===== config.mk =====
export PLATFORM = sky130hd
export DESIGN_NAME = qchk_parse
export DESIGN_NICKNAME = d
export VERILOG_FILES = /design/src/rtl/qchk_pkg.sv /design/src/rtl/qchk_parse.sv
export VERILOG_INCLUDE_DIRS = /design/src /design/src/rtl
export SDC_FILE = /design/constraint.sdc
export NUM_CORES = 1
export LEC_CHECK = 0
export BUFFER_PORTS_ARGS = -buffer_cell sky130_fd_sc_hd__buf_2
export CAP_MARGIN = 20
export CORE_MARGIN = 3
export CORE_UTILIZATION = 42
export DETAILED_ROUTE_END_ITERATION = 10
export SLEW_MARGIN = 20
export SYNTH_ARGS = -nofsm -noshare
export SYNTH_HDL_FRONTEND = slang
export SYNTH_SLANG_ARGS = --single-unit

===== constraint.sdc =====
create_clock -name clk_i -period 8.3 [get_ports clk_i]
set_input_delay 1.245 -clock clk_i [delete_from_list [all_inputs] [get_ports clk_i]]
set_output_delay 1.245 -clock clk_i [all_outputs]
set_load 0.05 [all_outputs]

===== src/rtl/assert_macros.svh =====
// Assertion macros for the checker RTL, used by its segment parser.
// Depends on nothing; included inside module bodies.
`ifndef ASSERT_MACROS_SVH
`define ASSERT_MACROS_SVH

// Concurrent assertion sampled on the clock and disabled while reset is low.
`define ASSERT_CLK(label, clk, rst_n, prop, msg) \
  label: assert property (@(posedge clk) disable iff (!(rst_n)) (prop)) else $error(msg);

// Concurrent assertion that also holds during reset.
`define ASSERT_ALWAYS(label, clk, prop, msg) \
  label: assert property (@(posedge clk) (prop)) else $error(msg);

`endif


===== src/rtl/qchk_pkg.sv =====
// Package for the dotted-quad checker: character codes, limits and types.
// Depends on nothing; imported by every RTL module of the block.
package qchk_pkg;

  localparam int unsigned CharW    = 8;
  localparam int unsigned SegValW  = 9;
  localparam int unsigned SegCntW  = 3;
  localparam int unsigned ProductW = 12;

  localparam logic [CharW-1:0]   CharNul  = 8'h00;
  localparam logic [CharW-1:0]   CharDot  = 8'h2E;
  localparam logic [CharW-1:0]   CharZero = 8'h30;
  localparam logic [CharW-1:0]   CharNine = 8'h39;

  localparam logic [SegValW-1:0] MaxOctet     = 9'd255;
  localparam logic [SegValW-1:0] ValueCap     = 9'd256;
  localparam logic [SegCntW-1:0] WantSegments = 3'd4;
  localparam logic [SegCntW-1:0] CountCap     = 3'd5;

  typedef struct packed {
    logic               is_ipv4;
    logic [SegCntW-1:0] segment_count;
  } verdict_t;

  function automatic logic is_digit(input logic [CharW-1:0] c);
    return (c >= CharZero) && (c <= CharNine);
  endfunction

endpackage


===== src/rtl/qchk_parse.sv =====
// Segment parser of the dotted-quad checker: string state and its per-byte update.
// Depends on qchk_pkg and assert_macros.svh.
module qchk_parse (
  input  logic                       clk_i,
  input  logic                       rst_ni,
  input  logic                       go_i,
  input  logic [qchk_pkg::CharW-1:0] char_i,
  output qchk_pkg::verdict_t         verdict_o
);
  import qchk_pkg::*;

  logic [SegCntW-1:0]  cnt_q, cnt_d;
  logic                in_seg_q, in_seg_d;
  logic                run_q, run_d;
  logic [SegValW-1:0]  val_q, val_d;
  logic                fail_q, fail_d;
  logic                is_nul, is_sep, digit, over;
  logic [3:0]          dig_val;
  logic [CharW-1:0]    offset;
  logic [ProductW-1:0] product;

  assign is_nul  = (char_i == CharNul);
  assign is_sep  = is_nul || (char_i == CharDot);
  assign digit   = is_digit(char_i);
  assign offset  = char_i - CharZero;
  assign dig_val = offset[3:0];
  assign product = {{(ProductW-SegValW){1'b0}}, val_q} * ProductW'(10)
                 + {{(ProductW-4){1'b0}}, dig_val};
  assign over    = in_seg_q && (val_q > MaxOctet);

  always_comb begin
    cnt_d    = cnt_q;
    in_seg_d = in_seg_q;
    run_d    = run_q;
    val_d    = val_q;
    fail_d   = fail_q;
    if (go_i) begin
      if (is_sep) begin
        if (over) begin
          fail_d = 1'b1;
        end
        in_seg_d = 1'b0;
        run_d    = 1'b0;
        val_d    = '0;
        if (is_nul) begin
          cnt_d  = '0;
          fail_d = 1'b0;
        end
      end else if (!in_seg_q) begin
        in_seg_d = 1'b1;
        if (cnt_q < CountCap) begin
          cnt_d = cnt_q + SegCntW'(1);
        end
        if (digit) begin
          run_d = 1'b1;
          val_d = {{(SegValW-4){1'b0}}, dig_val};
        end else begin
          run_d  = 1'b0;
          fail_d = 1'b1;
        end
      end else if (run_q) begin
        if (digit) begin
          val_d = (product > {{(ProductW-SegValW){1'b0}}, ValueCap}) ?
                  ValueCap : product[SegValW-1:0];
        end else begin
          run_d = 1'b0;
        end
      end
    end
  end

  always_ff @(posedge clk_i or negedge rst_ni) begin
    if (!rst_ni) begin
      cnt_q    <= '0;
      in_seg_q <= 1'b0;
      run_q    <= 1'b0;
      val_q    <= '0;
      fail_q   <= 1'b0;
    end else begin
      cnt_q    <= cnt_d;
      in_seg_q <= in_seg_d;
      run_q    <= run_d;
      val_q    <= val_d;
      fail_q   <= fail_d;
    end
  end

  always_comb begin
    verdict_o.is_ipv4       = !(fail_q || over) && (cnt_q == WantSegments);
    verdict_o.segment_count = cnt_q;
  end

  `include "assert_macros.svh"

  `ASSERT_CLK(a_cnt_cap, clk_i, rst_ni, cnt_q <= CountCap, "segment count passed its cap")
  `ASSERT_CLK(a_val_cap, clk_i, rst_ni, val_q <= ValueCap, "segment value passed its cap")
  `ASSERT_CLK(a_run_in_seg, clk_i, rst_ni, !run_q || in_seg_q, "digit run outside a segment")
  `ASSERT_CLK(a_nul_clears, clk_i, rst_ni, (go_i && is_nul) |=> (cnt_q == '0 && !fail_q && !in_seg_q), "state not cleared after NUL")

endmodule


==> results of run 1 <==
## per-stage QoR
stage / setup slack (ps) / instances / hold WS [ps] / power (µW) / cell area [µm²]
after global routing: 4770 / 239 / 555 / 191 / 1760
after CTS: 4990 / 239 / 530 / 183 / 1760
final: 4980 / 239 / 528 / 181 / 1760
after floorplan: 5170 / 179 / 476 / 110 / 1610
after global placement: 4810 / 235 / 501 / 122 / 1720
after detailed placement: 4740 / 235 / 515 / 123 / 1720
## worst max path at each step
stage	endpoint	startpoint	cells after the start	slack [ps]
6_report	val_q[3]	char_i[1]	10	4980
5_1_grt	val_q[3]	val_q[1]	11	4770
4_1_cts	val_q[3]	char_i[1]	10	4990
3_5_place_dp	val_q[3]	char_i[1]	10	4740
3_3_place_gp	val_q[1]	char_i[1]	10	4810
2_1_floorplan	val_q[1]	char_i[1]	9	5170
## metal layers
layer | vias to the layer above | wire length (µm)
met5 | - | 0
met4 | 0 | 38
met3 | 6 | 165
met2 | 41 | 1710
met1 | 677 | 1710
li1 | 704 | -
## registers in the layout (all words and copies together), names as in the netlist
signal,count
val_q,9
cnt_q,3
fail_q,1
in_seg_q,1
run_q,1
## cell families (layout without fill, tap and decap cells)
kind of cell	count (synthesis)	count (layout)	share of synthesized area, %
AO/OA/AOI/OAI	53	53	24.8
XOR/XNOR	10	10	6.36
adder cells (fa/ha/maj)	21	21	17.2
buffers and inverters	16	30	4.42
flip-flops	15	15	23.3
multiplexers	3	3	1.86
AND/OR/NAND/NOR	61	61	22.1
## worst min-delay path, stage by stage, from the launching register on
cell	delay, ps
dfrtp_1	380
nand2_1	60
o41ai_1	50
## layout make-up
type,count,area [µm²]
inverters,12,45.0
clock inverters,1,5.00
clock buffers,3,41.3
fillers,348,1760
multi-input cells,148,1170
flip-flops and latches,15,375
well taps,46,57.6
repair buffers,14,70.1
## layout by cell type, fill, tap and decap left out, drive strengths merged, types with 2 or more instances in the layout
master / count
a211o: 2
a21o: 3
a21oi: 8
and2: 2
and2b: 2
buf: 14
clkbuf: 3
dfrtp: 15
fa: 2
ha: 19
inv: 12
mux2i: 3
nand2: 14
nand3: 2
nand4: 2
nor2: 11
nor2b: 4
nor3: 6
nor3b: 3
o2111ai: 3
o211a: 2
o21a: 4
o21ai: 12
o311ai: 2
o41ai: 4
or2: 2
or4: 4
xnor2: 6
xor2: 4
## power by group through the flow
stage	sequential, µW	clock [µW]	combinational, µW
6_report	81.6	59.7	39.8
5_1_grt	82.3	64.1	44.8
4_1_cts	82.0	60.6	40.1
3_5_place_dp	83.3	0	39.7
3_3_place_gp	83.0	0	38.6
2_1_floorplan	92.7	0	17.2
==> results.cfg, run 1 <==
[floorplanning]
fp.dieW_um = 68.0
die_y_um = 68.0
rows = 21
fp.coreArea_um2 = 3520
dieArea_um2 = 4620
io_pins = 15
start_util_pct = 45.8

[critical_path]
rrSetupSlack_ps = 5030
reg2reg_depth = 11
cp.arrival_ps = 3430
r2r-start = val_q[1]
path_buf_inv = 1
end_kind = flop
slowest_delay_ps = 410
required_ps = 8410
path_cells = buf_2 > ha_1 > fa_1 > a21o_1 > nand4b_1 > nor3_2 > and3_1 > a31o_2 > o2111ai_1 > o21ai_0
path_delay_family = compound AO/OA/AOI/OAI gates
reg2reg_to = val_q[3]
critPathMaxFanout = 5
crit_path_top_delay_cell = fa_1
worstSetupStartpointType = input pin
criticalPathCategory = input pin to flop

[routing]
ant_nets = 0
first_iter_violations = 123
wl_per_cell_um = 15.2
route.detailed.drc = 0
via_per_inst = 5.97
routed_wl_um = 3630
drtPass1Iterations = 4
num_vias = 1428

[cells_and_area]
layout-drive-gt1-share_pct = 16.1
fin_util_pct = 50.0
antennaDiodeCount = 0
synthToLayoutAreaGrowth_pct = 9.15
nets = 226

[clock_tree]
root_buffer = clkbuf_8
clk_path_buf_depth = 2
clkTransAtPathRegs_ps = 60
postCtsSetupBuffers = 0
cts_tree = done
htree_num_levels = 1
cts.hold.buffers_added = 0
insertion_delay_ps = 240
cts_resized = 0
cts_buffers = 3
clock_sinks = 15

[yosys]
syn_nets = 211
synth_most_common_cell = ha_1
syn_area_per_cell_um2 = 9.02
yosys-top-cells-count = 19 x ha_1, 15 x dfrtp_1, 14 x nand2_1
synth_top_cell_by_area = dfrtp_1
ys_seq_area_share_pct = 23.3
synthArstFlopShare_pct = 100
syn_inst = 179
syn_area_um2 = 1610
synth_area_leaders = dfrtp_1 23%, ha_1 15%, o21ai_0 3.4%
synth_top_area_share_pct = 23.3
yosys_most_used_dff = dfrtp_1
yosysWarnings = 0
ys_ff_latch = 15
ys_types = 61
synth-edff-count = 0

[global_routing]
grt_pass1_wl_um = 5920
antenna_found_initial = 0
grt.overflow.total = 0
grt_pass1_vias = 1312
grt_util_met2_pct = 26.7
grt_use_met1_pct = 23.1
top_usage_layer = met2
grt_usage_pct = 16.6
grt_max_degree = 16
met3_usage_pct = 3.45

[hold_path]
min_from = val_q[7]
hp-class = flop to flop
whs_path_depth = 2
whs_endpoint = val_q[7]

[placed_design]
numPortBuffers = 14
hpwl_um = 2970
place.gp.congestion = 0.848

[power_and_ir_drop]
p_per_area_nw_per_um2 = 103
intPower_uw = 123
power_frac_clock_pct = 33.0
p_leak_uw = 0.000931
combPwrFrac_pct = 22.0
netSwitchingFraction_pct = 32.0
peakVddDrop_mv = 0.0619
switching_power_uw = 58.0
seqPwrFrac_pct = 45.1

[timing]
setup_viol = 0
skew_ps = 1.79
maxSlewHeadroom_pct = 67.7
final_max_slew_viol_count = 0
min_period_over_period_pct = 40.0
period_needed_ps = 3320
fmax_mhz = 301
tns_ps = 0
worst_pin_slew_ps = 480
final-hold-violation-count = 0
grt_setup_unrepaired = no

[outcome]
status = complete, no violations

[run]
maxCapViolCount = 0
Note: power is estimated with default switching activity, not from simulation.
==> run 2: changes to the inputs <==
==> constraint.sdc (replaced) <==
create_clock -name clk_i -period 3.15 [get_ports clk_i]
set_input_delay 0.4725 -clock clk_i [delete_from_list [all_inputs] [get_ports clk_i]]
set_output_delay 0.4725 -clock clk_i [all_outputs]
set_load 0.05 [all_outputs]
==> results.cfg, run 2 (same netlist as run 1, synthesis figures left out) <==
[critical_path]
slowest_delay_ps = 440
cp.arrival_ps = 3210
rrSetupSlack_ps = 110
reg2reg_to = val_q[1]
path_buf_inv = 1
critPathMaxFanout = 4
path_depth = 11
end_kind = flop
worstSetupStartpointType = flop
path_delay_family = adder cells
crit_path_top_delay_cell = dfrtp_2
path_cells = ha_4 > ha_2 > inv_1 > fa_2 > xnor2_2 > nand4b_1 > nor3_2 > and3b_1 > o311ai_1 > o2111ai_2 > o21ai_0
required_ps = 3320
criticalPathCategory = flop to flop
reg2reg_depth = 11
r2r-start = val_q[1]

[routing]
num_vias = 1449
via_per_inst = 5.87
first_iter_violations = 55
routed_wl_um = 3980
route.detailed.drc = 0
ant_nets = 0
drtPass1Iterations = 4
wl_per_cell_um = 16.1

[power_and_ir_drop]
p_per_area_nw_per_um2 = 258
peakVddDrop_mv = 0.205
p_leak_uw = 0.000985

[timing]
skew_ps = 5.18
final-hold-violation-count = 0
worst_pin_slew_ps = 482
setup_viol = 0
final_max_slew_viol_count = 0
period_needed_ps = 3040
fmax_mhz = 329
setup_ws_ps = 111
tns_ps = 0
maxSlewHeadroom_pct = 67.9
min_period_over_period_pct = 96.5

[floorplanning]
die_y_um = 68.0
rows = 21
fp.coreArea_um2 = 3520
fp.dieW_um = 68.0
io_pins = 15
start_util_pct = 45.8
dieArea_um2 = 4620

[placed_design]
place.gp.congestion = 0.778
hpwl_um = 3130
dp_slack_ps = -38.9
numPortBuffers = 14

[global_routing]
grt_max_degree = 16
grt.overflow.total = 0
grt_usage_pct = 18.1
top_usage_layer = met2
grt_use_met1_pct = 23.7
grt_pass1_vias = 1370
grt_util_met2_pct = 29.4
met3_usage_pct = 4.11
antenna_found_initial = 0
grt_pass1_wl_um = 6210

[cells_and_area]
top_register = val_q
fill_cells = 333
mostFrequentLayoutCell = ha_1
synthToLayoutAreaGrowth_pct = 17.2
top_regs = val_q: 9 flops, cnt_q: 3 flops
layout_common_cells = 17 x ha_1, 14 x nand2_1, 14 x buf_2
layout-drive-gt1-share_pct = 25.9
nets = 234
antennaDiodeCount = 0
largest_reg_flops = 9

[clock_tree]
cts_buffers = 3
clk_path_buf_depth = 2
root_buffer = clkbuf_8
insertion_delay_ps = 260
clkTransAtPathRegs_ps = 70
clock_sinks = 15
cts_tree = done
htree_num_levels = 1

[hold_path]
hp-class = input pin to async pin

[run]
maxCapViolCount = 0

[outcome]
status = complete, no violations
[run 2: changes by cell type in the layout (fill, tap and decap cells not counted), moves of 2 or more]
cell	before	now
dfrtp_1	15	13
o21ai_1	0	2
o41ai_2	0	4
o41ai_1	4	0
ha_1	19	17
dfrtp_2	0	2
o21ai_0	11	9
buf_4	0	8
[run 2: cell type report]
type,instances,area (µm²),area share [%]
multi-input cells,148,1230,65.3
flip-flops and latches,15,378,20.0
repair buffers,22,130,6.88
well taps,46,57.6,3.04
inverters,12,45.0,2.38
clock buffers,3,41.3,2.18
clock inverters,1,5.00,0.265
[run 2: worst max path at each step]
stage	start	to	slack, ps
after global placement	val_q[1]	val_q[3]	100
after detailed placement	val_q[1]	val_q[5]	-40
after CTS	val_q[1]	val_q[3]	7
after global routing	val_q[3]	val_q[1]	-60
after floorplan	val_q[1]	val_q[4]	290
final	val_q[1]	val_q[1]	110
[run 2: worst reg2reg max path, cell delays in order, from the launching register on]
cell       delay [ps]
dfrtp_2           440
ha_4              270
ha_2              160
inv_1              60
fa_2              390
xnor2_2           210
nand4b_1          190
nor3_2            240
and3b_1           230
o311ai_1          320
o2111ai_2         230
o21ai_0           210
[run 2: power breakdown]
group,internal [µW],switching [µW]
sequential,203,13.2
combinational,37.3,71.7
clock,87.9,74.5
total,328,159
[run 2: layer usage]
layer,vias to the layer above,wire [µm]
li1,718,-
met1,704,1850
met2,20,1950
met3,7,113
met4,0,75
met5,-,0
[run 2: timing repair]
action                                  in CTS  in global routing
hold buffers                                 0                  0
pin swaps                                    0                  8
buffers inserted                             0                  3
endpoints found under the setup margin       1                  8
gates resized for setup                      1                 14
[run 2: through the flow]
stage          util [%]  cell area, µm²  hold slack (ps)  power [µW]  cells
6_report           53.7            1890              123         487    247
2_1_floorplan         -            1610              177         289    179
3_5_place_dp       49.8            1750              413         326    240
4_1_cts            51.3            1810              134         491    244
3_3_place_gp       49.8            1750              399         321    240
5_1_grt            53.7            1890              142         514    247
